### src/design/cmg_pkg.sv
// Shared types, constants and month tables for the month-grid cell pipeline.
package cmg_pkg;

    localparam int unsigned YEAR_W   = 14;
    localparam int unsigned MONTH_W  = 4;
    localparam int unsigned ROW_W    = 3;
    localparam int unsigned COL_W    = 3;
    localparam int unsigned DAY_W    = 5;
    localparam int unsigned WDAY_W   = 3;
    localparam int unsigned Q100_W   = 7;
    localparam int unsigned PROD_W   = 27;
    localparam int unsigned RECIP_SH = 19;

    localparam logic [YEAR_W-1:0]  YEAR_MIN     = 14'd1;
    localparam logic [YEAR_W-1:0]  YEAR_MAX     = 14'd9999;
    localparam logic [YEAR_W-1:0]  SWITCH_YEAR  = 14'd1752;
    localparam logic [MONTH_W-1:0] SWITCH_MONTH = 4'd8;
    localparam logic [MONTH_W-1:0] MONTH_FEB    = 4'd1;
    localparam logic [MONTH_W-1:0] MONTH_MAX    = 4'd11;
    localparam logic [ROW_W-1:0]   ROW_MAX      = 3'd5;
    localparam logic [COL_W-1:0]   COL_MAX      = 3'd6;
    localparam logic [DAY_W-1:0]   SWITCH_LEN   = 5'd19;
    // floor(y * RECIP_100 / 2^19) == floor(y / 100) across the whole year range
    localparam logic [PROD_W-1:0]  RECIP_100    = 27'd5243;
    localparam logic [YEAR_W-1:0]  CENTURY      = 14'd100;

    // Front stage result: clamped date plus the shifted year and century quotients
    typedef struct packed {
        logic [YEAR_W-1:0]  yr;
        logic [MONTH_W-1:0] mo;
        logic [YEAR_W-1:0]  y;
        logic [MONTH_W-1:0] m;
        logic [Q100_W-1:0]  q_y;
        logic [Q100_W-1:0]  q_yr;
        logic               greg;
        logic               sw;
    } t_front;

    // Sum stage result: weekday sum before the mod 7 and the month length
    typedef struct packed {
        logic [YEAR_W-1:0] sum;
        logic [DAY_W-1:0]  len;
        logic              sw;
    } t_sums;

    function automatic logic [DAY_W-1:0] base_length(input logic [MONTH_W-1:0] mo);
        logic [DAY_W-1:0] len;
        case (mo)
            4'd1:                       len = 5'd28;
            4'd3, 4'd5, 4'd8, 4'd10:    len = 5'd30;
            default:                    len = 5'd31;
        endcase
        return len;
    endfunction

    // floor(31 * m / 12) for the March-based month index m = 1..12
    function automatic logic [DAY_W-1:0] month_offset(input logic [MONTH_W-1:0] m);
        logic [DAY_W-1:0] t;
        case (m)
            4'd1:    t = 5'd2;
            4'd2:    t = 5'd5;
            4'd3:    t = 5'd7;
            4'd4:    t = 5'd10;
            4'd5:    t = 5'd12;
            4'd6:    t = 5'd15;
            4'd7:    t = 5'd18;
            4'd8:    t = 5'd20;
            4'd9:    t = 5'd23;
            4'd10:   t = 5'd25;
            4'd11:   t = 5'd28;
            4'd12:   t = 5'd31;
            default: t = 5'd0;
        endcase
        return t;
    endfunction

endpackage

### src/design/cmg_front.sv
// Front stage: clamp the date, shift the year to March-based, divide by 100.
module cmg_front import cmg_pkg::*; (
    input  logic [YEAR_W-1:0]  i_year,
    input  logic [MONTH_W-1:0] i_month,
    output t_front             o_front
);

    logic [YEAR_W-1:0]  yr;
    logic [MONTH_W-1:0] mo;
    logic               early;
    logic [YEAR_W-1:0]  y;
    logic [PROD_W-1:0]  prod_y;
    logic [PROD_W-1:0]  prod_yr;

    always_comb begin
        if (i_year < YEAR_MIN) begin
            yr = YEAR_MIN;
        end else if (i_year > YEAR_MAX) begin
            yr = YEAR_MAX;
        end else begin
            yr = i_year;
        end
        mo = (i_month > MONTH_MAX) ? MONTH_MAX : i_month;
    end

    // January and February count as months 11 and 12 of the previous year
    assign early   = (mo <= MONTH_FEB);
    assign y       = yr - YEAR_W'(early);
    assign prod_y  = PROD_W'(y) * RECIP_100;
    assign prod_yr = PROD_W'(yr) * RECIP_100;

    always_comb begin
        o_front.yr   = yr;
        o_front.mo   = mo;
        o_front.y    = y;
        o_front.m    = early ? (mo + 4'd11) : (mo - 4'd1);
        o_front.q_y  = prod_y[RECIP_SH +: Q100_W];
        o_front.q_yr = prod_yr[RECIP_SH +: Q100_W];
        o_front.greg = (y > SWITCH_YEAR) || ((yr == SWITCH_YEAR) && (mo > SWITCH_MONTH));
        o_front.sw   = (yr == SWITCH_YEAR) && (mo == SWITCH_MONTH);
    end

endmodule

### src/design/cmg_sum.sv
// Sum stage: weekday congruence sum and month length with the leap rule.
module cmg_sum import cmg_pkg::*; (
    input  t_front i_front,
    output t_sums  o_sums
);

    logic              leap;
    logic [YEAR_W-1:0] cent;
    logic [YEAR_W-1:0] base;
    logic [DAY_W-1:0]  len;

    assign cent = YEAR_W'(i_front.q_yr) * CENTURY;

    // Julian rule up to the switch year, Gregorian century rule after
    assign leap = (i_front.yr[1:0] == 2'b00)
               && ((i_front.yr <= SWITCH_YEAR) || (i_front.yr != cent)
                   || (i_front.q_yr[1:0] == 2'b00));

    assign base = i_front.y + (i_front.y >> 2) + YEAR_W'(month_offset(i_front.m));

    always_comb begin
        len = base_length(i_front.mo);
        if (i_front.sw) begin
            len = SWITCH_LEN;
        end else if (i_front.mo == MONTH_FEB && leap) begin
            len = len + 5'd1;
        end
    end

    always_comb begin
        if (i_front.greg) begin
            o_sums.sum = base + 14'd1 - YEAR_W'(i_front.q_y) + YEAR_W'(i_front.q_y >> 2);
        end else begin
            o_sums.sum = base + 14'd6;
        end
        o_sums.len = len;
        o_sums.sw  = i_front.sw;
    end

endmodule

### src/design/cmg_mod7.sv
// Mod 7 of the weekday sum by folding octal digits (8 is 1 mod 7).
module cmg_mod7 import cmg_pkg::*; (
    input  logic [YEAR_W-1:0] i_sum,
    output logic [WDAY_W-1:0] o_wday
);

    logic [4:0] fold1;
    logic [3:0] fold2;

    assign fold1 = 5'(i_sum[2:0]) + 5'(i_sum[5:3]) + 5'(i_sum[8:6])
                 + 5'(i_sum[11:9]) + 5'(i_sum[13:12]);
    assign fold2 = 4'(fold1[2:0]) + 4'(fold1[4:3]);
    assign o_wday = (fold2 >= 4'd7) ? 3'(fold2 - 4'd7) : fold2[2:0];

endmodule

### src/design/cmg_cell.sv
// Cell stage: day number shown at a grid row and column, blank as zero.
module cmg_cell import cmg_pkg::*; (
    input  logic [WDAY_W-1:0] i_first,
    input  logic [DAY_W-1:0]  i_len,
    input  logic              i_sw,
    input  logic [ROW_W-1:0]  i_row,
    input  logic [COL_W-1:0]  i_column,
    output logic [DAY_W-1:0]  o_day
);

    logic [5:0] k;
    logic [5:0] pos;
    logic [5:0] n;
    logic       in_grid;

    assign k       = 6'(i_row) * 6'd7 + 6'(i_column);
    assign pos     = k + 6'd1;
    assign n       = pos - 6'(i_first);
    assign in_grid = (i_row <= ROW_MAX) && (i_column <= COL_MAX);

    always_comb begin
        o_day = '0;
        if (in_grid) begin
            if (i_sw) begin
                // switch-over month: 1, 2, then skip straight to the 14th
                if (k == 6'd2) begin
                    o_day = 5'd1;
                end else if (k == 6'd3) begin
                    o_day = 5'd2;
                end else if (k >= 6'd4 && k <= 6'd20) begin
                    o_day = 5'(k + 6'd10);
                end
            end else if (pos > 6'(i_first) && n <= 6'(i_len)) begin
                o_day = n[DAY_W-1:0];
            end
        end
    end

endmodule

### src/design/calendar_month_grid_cell.sv
// Month-grid cell of a perpetual calendar: five-stage pipeline top level.
// Each accepted transaction passes through every stage; its results are marked by o_valid.
// Throughput: one transaction per cycle; busy stays low, so start is always taken.
// The stages are input register, date front end, weekday sum, mod 7, cell select.
// Reset (i_rst_n, synchronous, active low) clears all stage valid flags.
// Results are presented for one cycle only; the receiver cannot stall.
module calendar_month_grid_cell import cmg_pkg::*; (
    input  logic               i_clk,
    input  logic               i_rst_n,
    input  logic               start,
    output logic               busy,
    input  logic [YEAR_W-1:0]  i_year,
    input  logic [MONTH_W-1:0] i_month,
    input  logic [ROW_W-1:0]   i_row,
    input  logic [COL_W-1:0]   i_column,
    output logic               o_valid,
    output logic [DAY_W-1:0]   o_day_number,
    output logic [WDAY_W-1:0]  o_first_weekday,
    output logic [DAY_W-1:0]   o_month_length
);

    logic               r_a_valid;
    logic [YEAR_W-1:0]  r_a_year;
    logic [MONTH_W-1:0] r_a_month;
    logic [ROW_W-1:0]   r_a_row;
    logic [COL_W-1:0]   r_a_col;

    logic               r_b_valid;
    t_front             r_b_front;
    logic [ROW_W-1:0]   r_b_row;
    logic [COL_W-1:0]   r_b_col;

    logic               r_c_valid;
    t_sums              r_c_sums;
    logic [ROW_W-1:0]   r_c_row;
    logic [COL_W-1:0]   r_c_col;

    logic               r_d_valid;
    logic [WDAY_W-1:0]  r_d_first;
    logic [DAY_W-1:0]   r_d_len;
    logic               r_d_sw;
    logic [ROW_W-1:0]   r_d_row;
    logic [COL_W-1:0]   r_d_col;

    logic               r_valid;
    logic [DAY_W-1:0]   r_day;
    logic [WDAY_W-1:0]  r_first;
    logic [DAY_W-1:0]   r_len;

    t_front             n_front;
    t_sums              n_sums;
    logic [WDAY_W-1:0]  n_first;
    logic [DAY_W-1:0]   n_day;

    assign busy = 1'b0;

    cmg_front u_front (
        .i_year  (r_a_year),
        .i_month (r_a_month),
        .o_front (n_front)
    );

    cmg_sum u_sum (
        .i_front (r_b_front),
        .o_sums  (n_sums)
    );

    cmg_mod7 u_mod7 (
        .i_sum  (r_c_sums.sum),
        .o_wday (n_first)
    );

    cmg_cell u_cell (
        .i_first  (r_d_first),
        .i_len    (r_d_len),
        .i_sw     (r_d_sw),
        .i_row    (r_d_row),
        .i_column (r_d_col),
        .o_day    (n_day)
    );

    always_ff @(posedge i_clk) begin
        if (!i_rst_n) begin
            r_a_valid <= 1'b0;
            r_b_valid <= 1'b0;
            r_c_valid <= 1'b0;
            r_d_valid <= 1'b0;
            r_valid   <= 1'b0;
        end else begin
            r_a_valid <= start && !busy;
            r_b_valid <= r_a_valid;
            r_c_valid <= r_b_valid;
            r_d_valid <= r_c_valid;
            r_valid   <= r_d_valid;
        end
    end

    // payload advances every cycle; the valid chain marks live transactions
    always_ff @(posedge i_clk) begin
        r_a_year  <= i_year;
        r_a_month <= i_month;
        r_a_row   <= i_row;
        r_a_col   <= i_column;

        r_b_front <= n_front;
        r_b_row   <= r_a_row;
        r_b_col   <= r_a_col;

        r_c_sums  <= n_sums;
        r_c_row   <= r_b_row;
        r_c_col   <= r_b_col;

        r_d_first <= n_first;
        r_d_len   <= r_c_sums.len;
        r_d_sw    <= r_c_sums.sw;
        r_d_row   <= r_c_row;
        r_d_col   <= r_c_col;

        r_day     <= n_day;
        r_first   <= r_d_first;
        r_len     <= r_d_len;
    end

    assign o_valid         = r_valid;
    assign o_day_number    = r_day;
    assign o_first_weekday = r_first;
    assign o_month_length  = r_len;

`ifndef NO_ASSERTIONS
    a_latency: assert property (@(posedge i_clk) disable iff (!i_rst_n)
        (start && !busy) |-> ##5 o_valid)
        else $error("accepted transaction did not reach the output");

    a_weekday: assert property (@(posedge i_clk) disable iff (!i_rst_n)
        o_valid |-> (o_first_weekday <= 3'd6))
        else $error("first weekday out of range");

    a_length: assert property (@(posedge i_clk) disable iff (!i_rst_n)
        o_valid |-> (o_month_length >= SWITCH_LEN && o_month_length <= 5'd31))
        else $error("month length out of range");

    a_day_fits: assert property (@(posedge i_clk) disable iff (!i_rst_n)
        (o_valid && o_month_length != SWITCH_LEN) |-> (o_day_number <= o_month_length))
        else $error("day number beyond month length");
`endif

endmodule

### config.mk
export PLATFORM = sky130hd
export DESIGN_NAME = calendar_month_grid_cell
export DESIGN_NICKNAME = d
export VERILOG_FILES = /design/src/design/cmg_pkg.sv /design/src/design/cmg_front.sv /design/src/design/cmg_sum.sv /design/src/design/cmg_mod7.sv /design/src/design/cmg_cell.sv /design/src/design/calendar_month_grid_cell.sv
export SDC_FILE = /design/constraint.sdc
export NUM_CORES = 1
export LEC_CHECK = 0
export BUFFER_PORTS_ARGS = -buffer_cell sky130_fd_sc_hd__buf_4
export CAP_MARGIN = 20
export CELL_PAD_IN_SITES_DETAIL_PLACEMENT = 0
export CELL_PAD_IN_SITES_GLOBAL_PLACEMENT = 1
export CORE_MARGIN = 1.5
export CORE_UTILIZATION = 40
export DETAILED_ROUTE_END_ITERATION = 8
export PLACE_DENSITY_LB_ADDON = 0.1
export SETUP_SLACK_MARGIN = 0.2
export SLEW_MARGIN = 20
export SYNTH_ARGS = -nofsm -noshare
export SYNTH_HDL_FRONTEND = slang
export SYNTH_SLANG_ARGS = --single-unit
### constraint.sdc
create_clock -name i_clk -period 21.8 [get_ports i_clk]
set_input_delay 1.09 -clock i_clk [delete_from_list [all_inputs] [get_ports i_clk]]
set_output_delay 1.09 -clock i_clk [all_outputs]
set_load 0.02 [all_outputs]
==> results of run 1 <==
==> flip-flops by register name (all words and copies together), names as in the netlist, 3 cells and up, named ones only <==
name             flops
o_day_number         5
o_first_weekday      3
o_month_length       4
r_a_col              3
r_a_month            4
r_a_row              3
r_a_year            14
r_b_col              3
r_b_front           48
r_b_row              3
r_c_col              3
r_c_row              3
r_c_sums            19
r_d_col              3
r_d_first            3
r_d_len              4
r_d_row              3
==> per-stage QoR <==
stage	hold slack, ns	std cells	util (%)
floorplan	0.3096	1468	-
global placement	0.3101	1964	43.04
detailed placement	0.3121	1964	43.04
CTS	0.3290	1996	44.78
global route	0.3325	1996	44.78
finish	0.3277	1996	44.78
==> area by class of cell <==
class	count	area [µm²]	share of cell area, %
multi-input combinational	990	10340	65.05
sequential	139	2783	17.51
inverter	329	1240	7.803
tap	461	576.8	3.630
clock buffer	17	425.4	2.677
timing repair buffer	45	337.8	2.126
clock inverter	15	191.4	1.205
==> cells in the final DEF (no fill, tap or decap), drive strengths merged, types with 24 or more instances in the layout <==
cell type and count:
inv 334, ha 330, fa 143, dfxtp 139, xnor2 77, a21oi 62, nor2 53, nand2 47
buf 45, o21ai 32, xor2 26, nor3 25, a21o 24
==> synth_stat cells, types with 5 or more instances <==
cell type | number | share of area (%)
ha_1 | 330 | 29
inv_1 | 326 | 8.5
fa_1 | 143 | 20
dfxtp_1 | 139 | 19
xnor2_1 | 75 | 4.6
a21oi_1 | 62 | 2.2
nor2_1 | 51 | 1.3
nand2_1 | 46 | 1.2
o21ai_0 | 32 | 1.1
xor2_1 | 26 | 1.6
nor3_1 | 25 | 0.87
a21o_1 | 22 | 1.1
nand3_1 | 20 | 0.69
o21bai_1 | 11 | 0.57
nand2b_1 | 10 | 0.43
nand4_1 | 10 | 0.43
a211oi_1 | 8 | 0.42
and2_1 | 8 | 0.35
o21a_1 | 7 | 0.36
and3_1 | 6 | 0.26
clkbuf_1 | 6 | 0.16
nor2b_1 | 6 | 0.26
a2111oi_0 | 5 | 0.30
a31oi_1 | 5 | 0.22
mux2i_1 | 5 | 0.35
nor4_1 | 5 | 0.22
==> routing by layer <==
metal  share of wire, %  GRT usage, %  routed length (µm)
met1                 52         24.16               15110
met2                 45         27.46               13230
met3                2.3         2.400                 659
met4               0.93         3.757                 273
met5                  0             0                   0
==> cells by family after synthesis <==
group | after synthesis
flip-flops | 139
other | 2
AO/OA/AOI/OAI | 199
multiplexers | 6
adder cells (fa/ha/maj) | 473
XOR/XNOR | 103
buffers and inverters | 339
AND/OR/NAND/NOR | 207
==> worst max-delay path, delay by kind of cell (launching register included) <==
kind                     cells  cell delay [ns]
flip-flops                   1             0.41
AO/OA/AOI/OAI                8             2.77
adder cells (fa/ha/maj)      8             3.32
XOR/XNOR                     2             0.66
AND/OR/NAND/NOR              6             1.10
buffers and inverters        5             0.46
==> worst min-delay path by stage <==
stage,to,start
after floorplan,r_b_col[0],r_a_col[0]
after global placement,r_d_len[4],r_c_sums[5]
after detailed placement,r_d_col[2],r_c_col[2]
after CTS,r_d_len[1],r_c_sums[2]
after global routing,r_d_len[1],r_c_sums[2]
final,r_d_len[1],r_c_sums[2]
==> results summary, run 1 <==
The die footprint came out at 37160 µm². The number of distinct library cells after synthesis is 72. The number of cells on the worst hold path is 0.

The class of the tightest hold or removal check is flip-flop to flip-flop. The clock period minus worst slack came out at 8.779 ns. The number of enable flip-flop cells after synthesis is 0. The endpoint required time on the critical path is 22.17 ns. After synthesis, the largest family of logic cells by area is adder cells. Measured along the x axis, the die boundary spans 192.8 µm. Following the worst setup path forward leads to its endpoint at r_b_front[14]. The TritonCTS buffer count is 17.

The highest clock rate is 113.9 MHz. The cell sitting at the root of the clock tree is a clkbuf_16. The number of antenna violations at the first check in global routing came out at 0. Counting flops and latches in the post-synthesis netlist gives 139. Clock-pin slew was measured on the worst setup and hold paths at 0.07 ns. The worst setup path is captured at a flip-flop.

The post-detailed-route wirelength per cell is 14.67 µm. TritonCTS built the clock tree. The setup skew after layout came out at 0.01103 ns. The number of hold violations in the final report came to 0. Among all stages on the critical path, the largest delay is contributed by fa_1. The design area came out at 15890 µm². The initial cell density of the core came out at 40.59%.

The global-route wire length before repair came out at 49.01 mm. Across all register-to-register paths, the minimum setup slack is 13.02 ns. The final-layout setup total negative slack is 0 ns. The sum of net half-perimeters after detailed placement came out at 25.36 mm.

The global-route total usage across every layer came out at 17.06%. During I/O placement, the number of pins put on the boundary was 42. The post-cts sizing count came out at 0. The maximum buffer depth of the clock tree is 2. After synthesis, the share of flip-flops with an asynchronous set or reset is 0%.

The number of cell instances on the worst register-to-register path came out at 29. The row count is 69. Setup slack closes at 13.02 ns. The setup fix buffers added after clock tree synthesis came out at 0. In this run the critical register-to-register path is captured at r_b_front[14].

The number of buffers added to fix hold violations after cts is 0. After synthesis the cells add up to 14400 µm². Using the TritonRoute via totals, the vias-per-cell ratio works out to 4.744. In the final design database the tool counted 2022 nets. The count of endpoints failing setup in the final report came out at 0. Yosys printed 0 warnings.

The most numerous cell on the critical path is inv_1. The count of buffers from port buffering came out at 40. The number of design rule violations left after detail routing came out at 0. The number of cells produced by synthesis is 1468. The startpoint class of the critical path is a flip-flop. The layout has 3487 filler cells. The repair_antennas step left the layout with diodes totalling 0. The count of vias placed by the detailed router came out at 9469.

The stage delay of the slowest cell on the critical path is 0.56 ns. The H-tree level count is 4. The die height is 192.8 µm. The worst setup slack before clock tree synthesis is 13.06 ns.

The worst-skew pair later-pin latency is 0.44 ns. For this block, the initial DRC count from the detailed router was 307. The fraction of final layout cells sized beyond drive strength 1 came out at 6.319%. The worst flop-to-flop path startpoint is r_a_month[3]. The max-slew violation count came out at 0.

The max-slew headroom at the worst pin came out at 30.22%. Setup repair after global routing left no endpoint under its margin. The xor and xnor area share after synthesis came out at 6.367%. After detailed routing, the total wire length is 29.27 mm. For this run, the leading register cell type out of synthesis is dfxtp_1. The run finished with clean final reports. The maximum number of pins on one net before global-route repair is 27. At the pin with the least slew margin, the transition time is 1.039 ns.

The placeable core region came out at 35480 µm². In this run the worst path has a maximum fanout of 11. The number of iterations in the first detailed-routing pass came out at 7. The share of synthesized cell area in and, or, nand and nor gates came out at 7.097%.

The layout-stage area growth over the synthesis result is 10.32%. The residual overflow from global routing came out at 0. The number of nets in the synthesized netlist came out at 1968. In this run the remaining antenna-violating nets after routing total 0. The synthesized-area fraction occupied by adder cells came out at 48.54%. The worst path uses 40.27% of the clock period. The compound-gate portion of the synthesized area came out at 9.277%. Across the run, the number of max-cap violations was 0. The post-placement cell area is 15270 µm². The share of synthesized area spent on multiplexers came out at 0.4256%. The via count of the first global-routing pass is 9583. The synthesized area per cell is 9.812 µm².

The portion of the post-synthesis area used by sequential elements is 19.32%. The worst setup path is of the flip-flop to flip-flop kind. The congestion estimate from routability-driven global placement came to 0.8156. The data arrival time of the critical path is 9.14 ns. The worst setup path startpoint is r_a_month[3].

The clock sink count is 139.
Power of run 1 is left out: the tool's default activity adds up to more than one toggle a clock period on the data nets, which glitch-free logic cannot reach.
==> run 2: changes to the inputs <==
Settings changed: ABC_AREA set to 1.
Clock period 21.8 ns to 7.75 ns, I/O delays scaled along.
==> run 2 against run 1 <==
Net effect:
- via count grew 15%
- global-route usage grew 1.7 points
- hold slack lost 0.26 ns
- register-to-register slack lost 12 ns
- critical path depth is the same
- utilization grew 0.067 points
- final area grew 5.8%
- die area grew 5.3%
- clock skew shrank 0.0051 ns
- area after synthesis grew 5.4%
- clock-buffer cell count grew 2
- critical endpoint is now r_b_front[15]
==> results summary, run 2 <==
The number of cells produced by synthesis came out at 1769 (+21%). The post-detailed-route via-to-cell ratio came out at 4.641 (-2.2%). The library cell used most frequently in the layout, excluding fill and tap cells, is inv_1. The largest register by flop count is r_b_front. The die footprint came out at 39140 µm² (+5.3%).

The largest total area in the synthesized netlist belongs to ha_1. The sort of element at the end of the critical path is a flip-flop. Among all cell types in the netlist, the one instantiated most often is inv_1. The post-cts sizing count came out at 0 (unchanged). The number of iterations in the first detailed-routing pass is 5 (-2).

The residual overflow from global routing came out at 0 (unchanged). The number of antenna violations at the first check in global routing is 0 (unchanged). The min-delay analysis places its worst path in the category input pin to flip-flop. The share of flip-flops with an asynchronous set or reset after synthesis is 0% (unchanged).

The count of max-cap constraint violations was 0 (unchanged). The synthesized area per cell came out at 8.584 µm² (-13%). The highest clock rate is 147.1 MHz (+29%). After synthesis, the most frequently instantiated cells are inv_1, ha_1, nand2_1, fa_1, dfxtp_1.

The TritonCTS buffer count is 17 (unchanged). The stage delay of the slowest cell on the critical path is 0.54 ns (-0.02 ns). The setup skew after layout is 0.005914 ns (-0.005119 ns). The row count is 71 (+2.9%).

The clock period minus worst slack is 6.797 ns (-1.982 ns). The maximum number of pins on one net before global-route repair is 17 (-37%). The share of the cycle needed by the critical path after routing came to 87.70% (+47 points).

The initial cell density of the core is 40.51% (-0.086 points). The count of endpoints failing setup in the final report is 0 (unchanged). The most numerous cell on the critical path is inv_1. The global-route wire length before repair was 57.44 mm (+17%). The clock input transition at the sequential cells of the worst setup and hold paths is 0.06 ns (about the same). The total number of nets in the final design came out at 2332 (+15%).

Sorting the synthesized cells by area gives the leading types as ha_1, fa_1, dfxtp_1. The cell at the root of the clock tree is clkbuf_16. The via count of the first global-routing pass came out at 11510 (+20%).

The count of vias placed by the detailed router came out at 10940 (+15%). The maximum buffer depth of the clock tree came out at 2 (unchanged). The DRC violation total after the first TritonRoute iteration is 400 (+30%). The post-synthesis sequential element count is 139 (unchanged).

The number of buffers added to fix hold violations after cts is 0 (unchanged). The number of flip-flops in the largest register is 48 (unchanged). The startpoint class of the critical path is a flip-flop. The count of buffers from port buffering came out at 40 (unchanged). The global-route total usage across every layer is 18.75% (+1.7 points).

The fraction of final layout cells sized beyond drive strength 1 came out at 6.070% (-0.25 points). The sum of routed wire length over all layers is 34.03 mm (+16%). The max-slew headroom at the worst pin is 58.26% (+28 points). Setup repair after global routing left no endpoint under its margin.

The setup fix buffers added after clock tree synthesis is 0 (unchanged). The share of the synthesized area in the top cell type came out at 27.19% (-1.5 points). On the critical path, the stage with the largest delay is an instance of fa_1. The layout-stage area growth over the synthesis result is 10.72%. The data arrival time of the critical path came out at 7.17 ns (-1.97 ns). The die height is 197.8 µm (+2.6%).

In the final layout, the registers with the most flip-flops are r_b_front: 48 flops, r_c_sums: 19 flops, r_a_year: 14 flops. The clock sink count is 139 (unchanged). The remaining number of nets flagged by the antenna check after routing came out at 0 (unchanged).

The number of warnings printed during yosys synthesis came to 0 (unchanged). The worst slack on hold paths came out at 0.06467 ns (-0.2630 ns). The H-tree level count came out at 4 (unchanged). The max-slew violation count came out at 0 (unchanged). The routability congestion estimate is 0.8641 (+5.9%). The worst-skew pair later-pin latency came out at 0.42 ns (-0.02 ns). The number of enable flip-flop cells after synthesis came to 0 (unchanged). The post-detailed-route wirelength per cell came out at 14.44 µm (-1.5%). The largest driver fanout on the critical path came to 9 (-2). Among all flip-flop cells after synthesis, the most frequent one is dfxtp_1. The clock tree from TritonCTS is yes.

The setup path with the least slack is of type flip-flop to flip-flop. The number of design rule violations left after detail routing is 0 (unchanged). The number of antenna diodes came to 0 (unchanged). The placeable core region is 37490 µm² (+5.7%). The endpoint required time on the critical path is 8.12 ns (-14.05 ns). The number of hold violations in the final report is 0 (unchanged).

Leaving out fill and tap cells, the most frequent cells in the layout are inv_1, ha_1, nand2_1, fa_1, dfxtp_1. The number of nets in the synthesized netlist is 2269 (+15%). The run finished with clean final reports. The slew at the pin closest to its max-slew limit came out at 0.6239 ns (-0.4153 ns). The sum of net half-perimeters after detailed placement is 29.99 mm (+18%). The number of top-level pins is 42 (unchanged). The die width is 197.8 µm (+2.6%). The final-layout setup total negative slack is 0 ns (unchanged). The number of distinct library cells after synthesis came out at 51 (-29%). The synthesized area was 15190 µm² (+5.4%).

The portion of the post-synthesis area used by sequential elements came out at 18.32% (-0.99 points).
[run 2: cell count changes in the layout (fill, tap and decap cells not counted), moves of 21 or more]
cell,delta
nand2_1,+173
a21oi_1,+32
xor2_1,+21
nor2_1,+46
inv_1,+84
xnor2_1,-52
o21ai_0,+35
nand3_1,+47
[run 2: worst paths after layout]
path,to,start,cells after the start,slack (ns)
setup / recovery,r_b_front[15],r_a_year[11],29,0.95
hold / removal,r_a_year[0],i_year[0],1,0.06
setup reg to reg,r_b_front[15],r_a_year[11],29,0.95
hold reg to reg,r_d_len[0],r_c_sums[1],0,0.32
[run 2: cell families (layout without fill, tap and decap cells)]
group / after synthesis / in the layout / synth area share, %
fa+ha+maj: 473 / 473 / 46.04
simple gates: 448 / 448 / 12.76
buf+inv: 422 / 498 / 10.50
compound gates: 209 / 209 / 7.654
flops: 139 / 139 / 18.32
xor+xnor: 74 / 74 / 4.532
other cells: 2 / 2 / 0.04945
mux: 2 / 2 / 0.1401
[run 2: cell type report]
type                            instances  area [µm²]
Fill cell                            3836       20670
Clock buffer                           19       432.9
Inverter                              415        1559
Tap cell                              511       639.4
Sequential cell                       139        2783
Multi-Input combinational cell       1208       10820
Timing Repair Buffer                   51       382.9
Clock inverter                         13       192.7
[run 2: layer usage]
layer | track usage (%) | up-vias | share of wire [%]
met4 | 4.241 | 0 | 1.1
met1 | 25.16 | 5104 | 49
met3 | 1.840 | 22 | 2.2
li1 | - | 5714 | -
met5 | 0 | - | 0
met2 | 32.49 | 95 | 48
[run 2: through the flow]
step           cell area, µm²  util, %  std cells  worst slack, ns
6_report                16810    44.85       2356           0.9533
5_1_grt                 16810    44.85       2356           0.2566
4_1_cts                 16800    44.81       2356           0.6107
3_3_place_gp            16170    43.14       2324           0.8189
2_1_floorplan           15190        -       1769            1.429
3_5_place_dp            16170    43.14       2324           0.6390
[run 2: critical path, delay by kind of cell (launching register included)]
| kind | cells | cell delay (ns) |
|---|---|---|
| flip-flops | 1 | 0.31 |
| AO/OA/AOI/OAI | 4 | 0.64 |
| buffers and inverters | 6 | 0.73 |
| adder cells (fa/ha/maj) | 7 | 2.89 |
| AND/OR/NAND/NOR | 12 | 2.15 |
Power of run 2 is left out for the same reason.
==> run 3: changes to the inputs <==
Settings changed: CORE_UTILIZATION 40 to 46, CTS_BUF_LIST set to sky130_fd_sc_hd__clkbuf_4 sky130_fd_sc_hd__clkbuf_8.
==> run 3 against run 2 <==
Net effect:
- cell count is 2.8% lower
- clock-buffer cell count stayed put
- critical path depth is 7 higher
- worst setup slack better by 0.0018 ns
- via count is 0.93% higher
- utilization is 6.1 points higher
- final area is 1.4% lower
- hold slack worse by 0.027 ns
- sequential cell count stayed put
==> results summary, run 3 (synthesis results as in run 2) <==
The sort of element at the end of the critical path is a flip-flop. Setup repair after global routing left no endpoint under its margin. The setup fix buffers added after clock tree synthesis is 0 (unchanged). The number of iterations in the first detailed-routing pass is 5 (unchanged). The initial cell density of the core is 46.67% (+6.2 points). The sum of routed wire length over all layers is 33.37 mm (-1.9%). The worst setup path is of the flip-flop to flip-flop kind. The TritonCTS buffer count came out at 17 (unchanged). The worst register-to-register path ends at r_b_front[14]. The placeable core region was 32540 µm² (-13%).

The count of vias placed by the detailed router came out at 11040 (+0.93%). The clock period minus worst slack came out at 6.795 ns (-0.001757 ns). The worst-skew pair later-pin latency came out at 0.45 ns (+0.03 ns).

Among all stages on the critical path, the largest delay is contributed by fa_1. The number of top-level pins was 42 (unchanged). The maximum buffer depth of the clock tree came out at 2 (unchanged). Leaving out fill and tap cells, the most frequent cell in the layout is inv_1. The count of non-filler cells in the finished layout is 2289 (-2.8%). The number of hold violations in the final report is 0 (unchanged).

The layout-stage area growth over the synthesis result is 9.154%. TritonCTS built the clock tree. The stage delay of the slowest cell on the critical path came out at 0.57 ns (+0.03 ns). The slew at the pin closest to its max-slew limit is 0.6107 ns (-0.01321 ns). The row count is 66 (-7.0%).

The setup slack of the worst register-to-register path is 0.96 ns (about the same). The number of antenna diodes came out at 0 (unchanged). The count of buffers from port buffering is 40 (unchanged). In this run the critical register-to-register path is launched from r_a_year[9]. The max-slew headroom at the worst pin is 59.15% (+0.88 points). The run finished with clean final reports. The setup skew after layout is 0.01140 ns (+0.005482 ns). The post-detailed-route via-to-cell ratio was 4.822 (+3.9%).

The largest register by flop count is r_b_front. The cell sitting at the root of the clock tree is a clkbuf_8. The max-slew violation count is 0 (unchanged). The DRC violation total after the first TritonRoute iteration is 451 (+13%). The clock input transition at the sequential cells of the worst setup and hold paths is 0.08 ns (+0.02 ns). The total number of nets in the final design came out at 2335 (+0.13%). The endpoint required time on the critical path is 8.09 ns (-0.03 ns). The maximum number of pins on one net before global-route repair is 17 (unchanged). The multi-input combinational cell area was 10820 µm² (about the same). The startpoint of the lowest-slack hold path is i_year[1]. The number of cell instances on the worst register-to-register path came out at 36 (+24%).

The number of design rule violations left after detail routing is 0 (unchanged). The path class of the tightest hold or removal check is input pin to flip-flop. The H-tree level count is 4 (unchanged). The number of flip-flops in the largest register came out at 48 (unchanged). In the layout the commonest cells are inv_1, ha_1, nand2_1, fa_1, dfxtp_1. The die footprint came out at 34110 µm² (-13%).

The count of endpoints failing setup in the final report was 0 (unchanged). The largest registers in the layout are r_b_front: 48 flops, r_c_sums: 19 flops, r_a_year: 14 flops. The number of placed instances with taps included came out at 2255 (-3.0%).

The post-detailed-route wirelength per cell came out at 14.58 µm (+0.93%). The remaining number of nets flagged by the antenna check after routing is 0 (unchanged). The path with the worst hold slack has its endpoint at r_a_year[1]. The global-route wire length before repair is 56.55 mm (-1.5%). The clock sink count is 139 (unchanged).

The number of antenna violations at the first check in global routing is 0 (unchanged). The residual overflow from global routing is 0 (unchanged). The die width came out at 184.7 µm (-6.6%).

The sum of net half-perimeters after detailed placement is 29.29 mm (-2.3%). The area taken by flip-flops and latches is 2783 µm² (unchanged). The count of max-cap constraint violations is 0 (unchanged). The data arrival time of the critical path came out at 7.13 ns (-0.04 ns).

The share of the cycle needed by the critical path after routing is 87.68% (about the same). The die height was 184.7 µm (-6.6%). The most numerous cell on the critical path is nand2_1. The final-layout setup total negative slack came out at 0 ns (unchanged).

The number of cells on the worst hold path is 1 (unchanged). The routability congestion estimate is 0.8664 (+0.27%). The global-route total usage across every layer is 21.26% (+2.5 points).

The fraction of final layout cells sized beyond drive strength 1 came out at 6.010% (-0.061 points). The worst setup path is launched from a flip-flop. The highest clock rate is 147.2 MHz (about the same). The via count of the first global-routing pass came out at 11490 (-0.23%).

The largest driver fanout on the critical path is 9 (unchanged). The count of fill cells added during filler insertion is 3220 (-16%).
[run 3: changes by cell type in the layout (fill, tap and decap cells not counted), sizes merged]
cell / previous run / this run
clkinv: 6 / 3
dlygate4sd3: 0 / 3
clkinvlp: 2 / 3
inv: 416 / 417
[run 3: worst max path at each step]
stage	start	to	slack, ns	cells after the start
after floorplan	r_a_month[3]	r_b_front[14]	1.43	34
after global placement	r_a_month[3]	r_b_front[14]	0.85	34
after detailed placement	r_a_month[3]	r_b_front[14]	0.73	36
after CTS	r_a_month[3]	r_b_front[14]	0.70	36
after global routing	r_a_year[9]	r_b_front[14]	0.31	34
final	r_a_year[9]	r_b_front[14]	0.96	36
[run 3: worst max-delay path, delay by kind of cell (launching register included)]
| family | cells | cell delay, ns |
|---|---|---|
| xor gates and xnor gates | 2 | 0.39 |
| adders and majority gates | 7 | 2.95 |
| and+or+nand+nor | 19 | 1.96 |
| DFF | 1 | 0.37 |
| AOI/OAI and AO/OA | 3 | 0.43 |
| buffers and inverters | 5 | 0.56 |
[run 3: timing repair]
action	4_1_cts	5_1_grt
hold endpoints to repair	2	1
setup endpoints to repair	0	2
resized for setup	0	2
hold buffers	2	1
[run 3: per-layer routing]
metal  share of wire [%]  global-route usage, %
met2                  47                  36.47
met5                   0                      0
met1                  49                  28.82
met3                 2.0                  2.134
met4                 1.3                  4.846
[run 3: metrics by stage]
stage	hold slack [ns]	util (%)	worst slack [ns]	area (µm²)
floorplan	0.3096	-	1.429	15190
global placement	0.3107	49.44	0.8483	16090
detailed placement	0.3121	49.44	0.7344	16090
CTS	0.001040	50.88	0.6985	16550
global route	0.002777	50.95	0.3124	16580
finish	0.03809	50.95	0.9550	16580
[run 3: area by class of cell]
type	count	area share (%)
Clock inverter	12	1.125
Timing Repair Buffer	54	2.491
Inverter	415	9.405
Tap cell	442	3.336
Sequential cell	139	16.79
Multi-Input combinational cell	1208	65.28
Clock buffer	19	1.578
Power of run 3 is left out for the same reason.
